$ cat src/hw/rtl/bng_pkg.sv
// ---------------------------------------------------------------------------
// bng_pkg
// shared constants, types and helpers of the backprop gradient block
// ---------------------------------------------------------------------------
package bng_pkg;

   localparam int FRAC_BITS  = 16;
   localparam int GRAD_DEPTH = 256;
   localparam int GRAD_AW    = $clog2(GRAD_DEPTH);
   localparam int DATA_W     = 32;
   localparam int IDX_W      = 8;
   localparam int ACC_W      = 64;
   localparam int MUL_W      = DATA_W + 1;
   localparam int PROD_W     = 2 * MUL_W;
   localparam int SAT_W      = PROD_W + 2;
   localparam int DIVD_W     = FRAC_BITS + DATA_W + 2;
   localparam int DVSR_W     = FRAC_BITS + 1;
   localparam int DCNT_W     = $clog2(DIVD_W + 1);
   localparam int COUNT_W    = 9;
   localparam int CSR_IDX_W  = 2;
   localparam longint ONE_Q  = longint'(1) << FRAC_BITS;

   // action codes
   localparam logic [1:0] ACT_LOAD   = 2'd0;
   localparam logic [1:0] ACT_WEIGHT = 2'd1;
   localparam logic [1:0] ACT_OUTPUT = 2'd2;

   // loss codes
   localparam logic [1:0] LOSS_MSE = 2'd0;
   localparam logic [1:0] LOSS_BCE = 2'd1;

   // activation codes
   localparam logic [1:0] ACTV_RELU    = 2'd0;
   localparam logic [1:0] ACTV_SIGMOID = 2'd1;

   // register indexes
   localparam logic [CSR_IDX_W-1:0] CSR_LOSS  = 2'd0;
   localparam logic [CSR_IDX_W-1:0] CSR_ACTV  = 2'd1;
   localparam logic [CSR_IDX_W-1:0] CSR_COUNT = 2'd2;

   typedef enum logic [3:0] {
      ST_IDLE,
      ST_MAC,
      ST_ACC,
      ST_DER,
      ST_DSAT,
      ST_FIN,
      ST_SHF,
      ST_DIV_A,
      ST_WAIT_A,
      ST_DIV_B,
      ST_WAIT_B,
      ST_LOSS,
      ST_EMIT
   } state_type;

   typedef struct packed {
      logic                     start;
      logic signed [DIVD_W-1:0] dividend;
      logic [DVSR_W-1:0]        divisor;
   } div_req_type;

   typedef struct packed {
      logic                     done;
      logic signed [DIVD_W-1:0] quotient;
   } div_rsp_type;

   typedef struct packed {
      logic signed [DATA_W-1:0] data;
      logic                     clip;
   } sat_type;

   // clip a wide signed value to the 32-bit range
   function automatic sat_type sat32(input logic signed [SAT_W-1:0] v);
      sat_type r;
      r.clip = !((&v[SAT_W-1:DATA_W-1]) || !(|v[SAT_W-1:DATA_W-1]));
      if (!r.clip) begin
         r.data = v[DATA_W-1:0];
      end else if (v[SAT_W-1]) begin
         r.data = {1'b1, {(DATA_W-1){1'b0}}};
      end else begin
         r.data = {1'b0, {(DATA_W-1){1'b1}}};
      end
      return r;
   endfunction

endpackage

$ cat src/hw/rtl/bng_div.sv
// ---------------------------------------------------------------------------
// bng_div
// serial signed divider, one quotient bit per cycle, truncates toward zero
// ---------------------------------------------------------------------------
module bng_div (
   input  logic                 clock,
   input  logic                 reset,
   input  bng_pkg::div_req_type div_req,
   output bng_pkg::div_rsp_type div_rsp
);

   logic                          busy_ff, busy_in;
   logic                          done_ff, done_in;
   logic                          neg_ff, neg_in;
   logic [bng_pkg::DCNT_W-1:0]    cnt_ff, cnt_in;
   logic [bng_pkg::DVSR_W-1:0]    dvsr_ff, dvsr_in;
   logic [bng_pkg::DVSR_W-1:0]    rem_ff, rem_in;
   logic [bng_pkg::DIVD_W-1:0]    quo_ff, quo_in;
   logic [bng_pkg::DVSR_W:0]      shifted;
   logic [bng_pkg::DVSR_W:0]      diff;

   always_comb begin
      busy_in = busy_ff;
      done_in = 1'b0;
      neg_in  = neg_ff;
      cnt_in  = cnt_ff;
      dvsr_in = dvsr_ff;
      rem_in  = rem_ff;
      quo_in  = quo_ff;
      shifted = {rem_ff, quo_ff[bng_pkg::DIVD_W-1]};
      diff    = shifted - {1'b0, dvsr_ff};
      if (div_req.start) begin
         busy_in = 1'b1;
         neg_in  = div_req.dividend[bng_pkg::DIVD_W-1];
         quo_in  = neg_in ? -div_req.dividend : div_req.dividend;
         rem_in  = '0;
         dvsr_in = div_req.divisor;
         cnt_in  = bng_pkg::DCNT_W'(bng_pkg::DIVD_W);
      end else if (busy_ff) begin
         if (!diff[bng_pkg::DVSR_W]) begin
            rem_in = diff[bng_pkg::DVSR_W-1:0];
            quo_in = {quo_ff[bng_pkg::DIVD_W-2:0], 1'b1};
         end else begin
            rem_in = shifted[bng_pkg::DVSR_W-1:0];
            quo_in = {quo_ff[bng_pkg::DIVD_W-2:0], 1'b0};
         end
         cnt_in = cnt_ff - 1'b1;
         if (cnt_ff == bng_pkg::DCNT_W'(1)) begin
            busy_in = 1'b0;
            done_in = 1'b1;
         end
      end
   end

   always_ff @(posedge clock) begin
      if (reset) begin
         busy_ff <= 1'b0;
         done_ff <= 1'b0;
      end else begin
         busy_ff <= busy_in;
         done_ff <= done_in;
      end
      neg_ff  <= neg_in;
      cnt_ff  <= cnt_in;
      dvsr_ff <= dvsr_in;
      rem_ff  <= rem_in;
      quo_ff  <= quo_in;
   end

   assign div_rsp.done     = done_ff;
   assign div_rsp.quotient = neg_ff ? -$signed(quo_ff) : $signed(quo_ff);

endmodule

$ cat config.mk
export PLATFORM = sky130hd
export DESIGN_NAME = bng_div
export DESIGN_NICKNAME = d
export VERILOG_FILES = /design/src/hw/rtl/bng_pkg.sv /design/src/hw/rtl/bng_div.sv
export SDC_FILE = /design/constraint.sdc
export NUM_CORES = 1
export LEC_CHECK = 0
export ABC_AREA = 1
export BUFFER_PORTS_ARGS = -buffer_cell sky130_fd_sc_hd__buf_2
export CORE_UTILIZATION = 60
export DETAILED_ROUTE_END_ITERATION = 10
export PLACE_DENSITY = 0.91
export SYNTH_ARGS = -nofsm -noshare
export SYNTH_HDL_FRONTEND = slang
export SYNTH_SLANG_ARGS = --single-unit
export TNS_END_PERCENT = 30
$ cat constraint.sdc
create_clock -name clock -period 4.4 [get_ports clock]
set_clock_uncertainty 0.2 [all_clocks]
set_input_delay 0.44 -clock clock [delete_from_list [all_inputs] [get_ports clock]]
set_output_delay 0.44 -clock clock [all_outputs]
set_load 0.1 [all_outputs]
---- Word level (Yosys, flattened, before mapping) ----
Index checks and enable logic that the tools add are counted.
operators by class
  add/subtract/negate cells ............... 4
  $mul .................................... 0
  div/mod/pow operators ................... 0
  magnitude comparators ................... 0
  equal/unequal tests ..................... 1
  shift operators ......................... 0
  mux-type cells .......................... 10
  bitwise operators ....................... 1
  reductions and logical operators ........ 2
operators with widths
  operator                                                                number
  50-bit two-way mux                                                      4
  50-bit negator                                                          2
  18-bit by 17-bit subtractor with 18-bit output                          1
  17-bit two-way mux                                                      1
  6-bit by 1-bit equality test with 1-bit output (second input constant)  1
  6-bit by 1-bit subtractor with 6-bit output (second input constant)     1
  1-bit two-way mux                                                       5
  3-bit OR reduction                                                      1
  2-bit nonzero test                                                      1
  1-bit NOT                                                               1
word-level totals
  register bits after elaboration ......... 93
  latch bits .............................. 0
  RAM bits ................................ 0
  memory bits (read-only) ................. 0
  bits of input ports ..................... 70
  memories ................................ 0

---- Depth between registers and ports, before layout ----
  depth in word-level cells ............... 4
  gate-level depth with buffers ........... 16
  gate-level depth less buffers ........... 15

---- Worst setup path before layout ----
No wires, ideal clock.
  path kind ............................... reg2out
  start ................................... reg quo_ff[0] in the netlist's numbering
  end ..................................... out div_rsp[32] in the netlist's numbering
  data arrival time ....................... 3.492 ns
  required time ........................... 3.760 ns
  setup slack ............................. 0.268 ns
  stages on the path, launching flop included .. 10
  cells stage by stage .................... edfxtp_1 > inv_1 > ha_1 > inv_2 > nor3_2 > inv_2 > nor2_4 > nand4_1 > xor2_1 > o21ai_0
RTL lines
  item                    RTL line       source
  start, declared         bng_div.sv:18  logic [bng_pkg::DIVD_W-1:0] quo_ff, quo_in;
  start signal, assigned  bng_div.sv:67  quo_ff <= quo_in;
  end, declared           bng_div.sv:9   output bng_pkg::div_rsp_type div_rsp

==> reports/qor.yml <==
critical_path:
  cp-startpoint: "quo_ff[0]"
  path_delay_family: "buffers and inverters"
  path_buf_inv: 4
  start_kind: "flop"
  rr_startpoint: "dvsr_ff[10]"
  cp_cell_sequence: "inv_1 -> ha_1 -> inv_2 -> nor3_2 -> inv_2 -> nor2_4 -> nand3_2 -> o31ai_2 -> xor2_1 -> buf_2"
  worstPathRequired_ps: 3760
  max_stage_delay_ps: 470
  cp_max_fo: 8
  worst-setup-path-type: "reg2out"
  path_common_cell: "inv_2"
  crit_arrival_ps: 2760
  slowest_stage: "buf_2"
  worst_setup_path_end_kind: "output pin"
cells_and_area:
  drive_above_1_share: 0.140
  diodes: 0
  final_nets: 1521
  syn2layout_area_growth_pct: 12.4
  instances_no_fill: 1610
synth:
  ys_ff_latch: 93
  ys_warn_count: 0
  async_flop_share: 0
  avgSynthCellArea_um2: 6.37
  syn-cell-area_um2: 8430
  synth_cell_types: 44
  ys.flop_type: "edfxtp_1"
  seq_area_frac_synth: 0.302
  synth_edf_count: 68
  syn_inst: 1323
  syn-num-nets: 1415
global_routing:
  grt_pass1_wl_um: 40300
  grt_usage: 0.357
  grt_overflow_total: 0
  grt_pass1_vias: 8480
  antenna_found_initial: 1
  grt_max_degree: 50
clock_network:
  cts_tree: "done"
  root_buffer: "clkbuf_16"
  clk_pin_slew_worst_paths_ps: 70
  h-tree-depth: 3
  cts.sinks: 93
  postCtsHoldBufs: 0
  clk_path_buf_depth: 2
  clock_latency_ps: 360
  cts_buffers: 9
  ctsResizeCount: 0
  postCtsSetupBuffers: 0
sta:
  tightest_slew_ps: 915
  finalHoldViolCount: 0
  setup_viol: 0
  setup_tns_ps: 0
  worst_slack_ps: 1000
  fin_crit_sh: 0.773
  finalCriticalPeriod_ps: 3400
  max_freq_mhz: 294
  maxSlewViolCount: 0
  rsz0062_at_grt: "no"
  max_slew_margin: 0.389
floorplanning:
  rows: 42
  die-width_um: 121
  dieArea_um2: 14500
  core_area_um2: 13500
  pin_count: 121
  start_util: 0.627
  die_y_um: 121
job:
  cap_violations: 0
power_and_ir_drop:
  cellPowerDensity_nw_per_um2: 342
  clockPowerShare: 0.268
  vdd_drop_max_mv: 0.248
  p_leak_nw: 4.72
  combPwrFrac: 0.391
  p_int_mw: 1.77
  power.share.switching: 0.454
  p_sw_mw: 1.48
  pwr-share-seq: 0.341
route:
  ant_nets: 0
  drt_iter0_drc: 996
  wl_per_cell_um: 15.6
  vias: 9065
  firstDrtPassIters: 5
  finalWirelength_um: 25100
  drc: 0
  viasPerCell: 5.63
outcome:
  status: "finished clean"
placed_design:
  port_buffers: 120
  place.gp.congestion: 0.969
  dp_hpwl_um: 19800
  placedCellCount: 1594
  pre_cts_slack_ps: 1430
min_path:
  min_path_type: "in2reg"
  hp-start: "div_req[9]"
==> per-layer routing <==
metal,share of wire,vias to the layer above,GRT usage
li1,-,4440,-
met1,0.41,4059,0.459
met2,0.46,477,0.583
met3,0.083,87,0.0401
met4,0.044,2,0.203
met5,0.00044,-,0
==> kinds of logic after synthesis <==
kind of cell    Yosys count  share of synthesized area
compound gates          107                     0.0712
xor+xnor                 74                     0.0769
fa+ha+maj                22                     0.0335
buf+inv                 229                      0.106
flops                    93                      0.302
simple gates            798                      0.410
==> flip-flops by register name, indices dropped and copies added, names as in the netlist <==
| name | count |
|---|---|
| quo_ff | 50 |
| dvsr_ff | 17 |
| rem_ff | 17 |
| cnt_ff | 6 |
| busy_ff | 1 |
| done_ff | 1 |
| neg_ff | 1 |
==> synthesized netlist by cell type, types with 2 or more instances <==
master | count | share of area
nand3b_1 | 6 | 0.0053
buf_1 | 6 | 0.0027
o211ai_1 | 2 | 0.0018
and3_1 | 3 | 0.0022
a21oi_1 | 23 | 0.014
inv_1 | 186 | 0.083
a31oi_1 | 2 | 0.0015
nand2_2 | 18 | 0.013
buf_4 | 3 | 0.0027
o31ai_1 | 4 | 0.0036
nor3_1 | 22 | 0.013
clkbuf_1 | 19 | 0.0085
nand3_2 | 5 | 0.0059
ha_1 | 21 | 0.031
nand3_1 | 129 | 0.077
o21ai_4 | 2 | 0.0039
nor4_1 | 3 | 0.0022
nor2_1 | 144 | 0.064
o31ai_2 | 2 | 0.0030
nor3_2 | 3 | 0.0036
nand2_1 | 419 | 0.19
buf_2 | 2 | 0.0012
nand2_4 | 2 | 0.0027
inv_2 | 10 | 0.0045
nand4_1 | 27 | 0.020
edfxtp_1 | 68 | 0.24
xnor2_1 | 7 | 0.0073
nor2_2 | 9 | 0.0067
o21ai_0 | 60 | 0.036
o21ai_1 | 9 | 0.0053
or2_2 | 4 | 0.0030
dfxtp_1 | 25 | 0.059
xor2_1 | 67 | 0.070
==> worst register-to-register path, stage by stage (launching register included) <==
cell	delay [ps]
edfxtp_1	360
inv_1	100
ha_1	300
nand2_1	80
nand2_1	60
nand2_1	50
nand3_1	100
a21oi_2	250
nand3_2	340
nand2_4	350
nand2_2	70
nand3_1	80
nand2_1	80
==> power by group through the flow <==
stage	sequential, mW	clock (mW)	combinational (mW)
after global routing	1.12	0.905	1.34
final	1.11	0.871	1.27
after detailed placement	1.12	0	1.25
after floorplan	1.10	0	1.00
after CTS	1.10	0.872	1.26
after global placement	1.12	0	1.24
==> final timing paths <==
path                                    end  slack, ps  depth (start not counted)
worst max-delay path            div_rsp[14]       1000                         10
worst min-delay path             dvsr_ff[9]         50                          1
worst max register to register   rem_ff[13]       1860                         12
worst min register to register   rem_ff[14]        280                          2
==> placed cells by master (no fill, tap or decap), types with 23 or more instances in the layout <==
cell type / netlist / routed
a21oi_1: 23 / 23
buf_2: 2 / 120
xor2_1: 67 / 67
nand4_1: 27 / 27
inv_1: 186 / 185
o21ai_0: 60 / 60
nand2_1: 419 / 419
dfxtp_1: 25 / 25
nor2_1: 144 / 144
nand3_1: 129 / 129
edfxtp_1: 68 / 68
==> stage by stage <==
| stage | power, mW | hold WS, ps | utilization | area [µm²] |
|---|---|---|---|---|
| finish | 3.25 | 50.0 | 0.705 | 9480 |
| floorplan | 2.10 | 244 | - | 8430 |
| CTS | 3.23 | 45.3 | 0.705 | 9480 |
| global placement | 2.36 | 257 | 0.680 | 9150 |
| global route | 3.36 | 47.6 | 0.705 | 9480 |
| detailed placement | 2.37 | 267 | 0.680 | 9150 |
==> final cells by class <==
class | count | area (µm²)
Timing Repair Buffer | 127 | 653
Fill cell | 1183 | 3970
Sequential cell | 93 | 2540
Tap cell | 176 | 220
Clock buffer | 11 | 264
Inverter | 197 | 739
Clock inverter | 5 | 70.1
Multi-Input combinational cell | 1001 | 4990
Note: power is estimated with default switching activity, not from simulation.
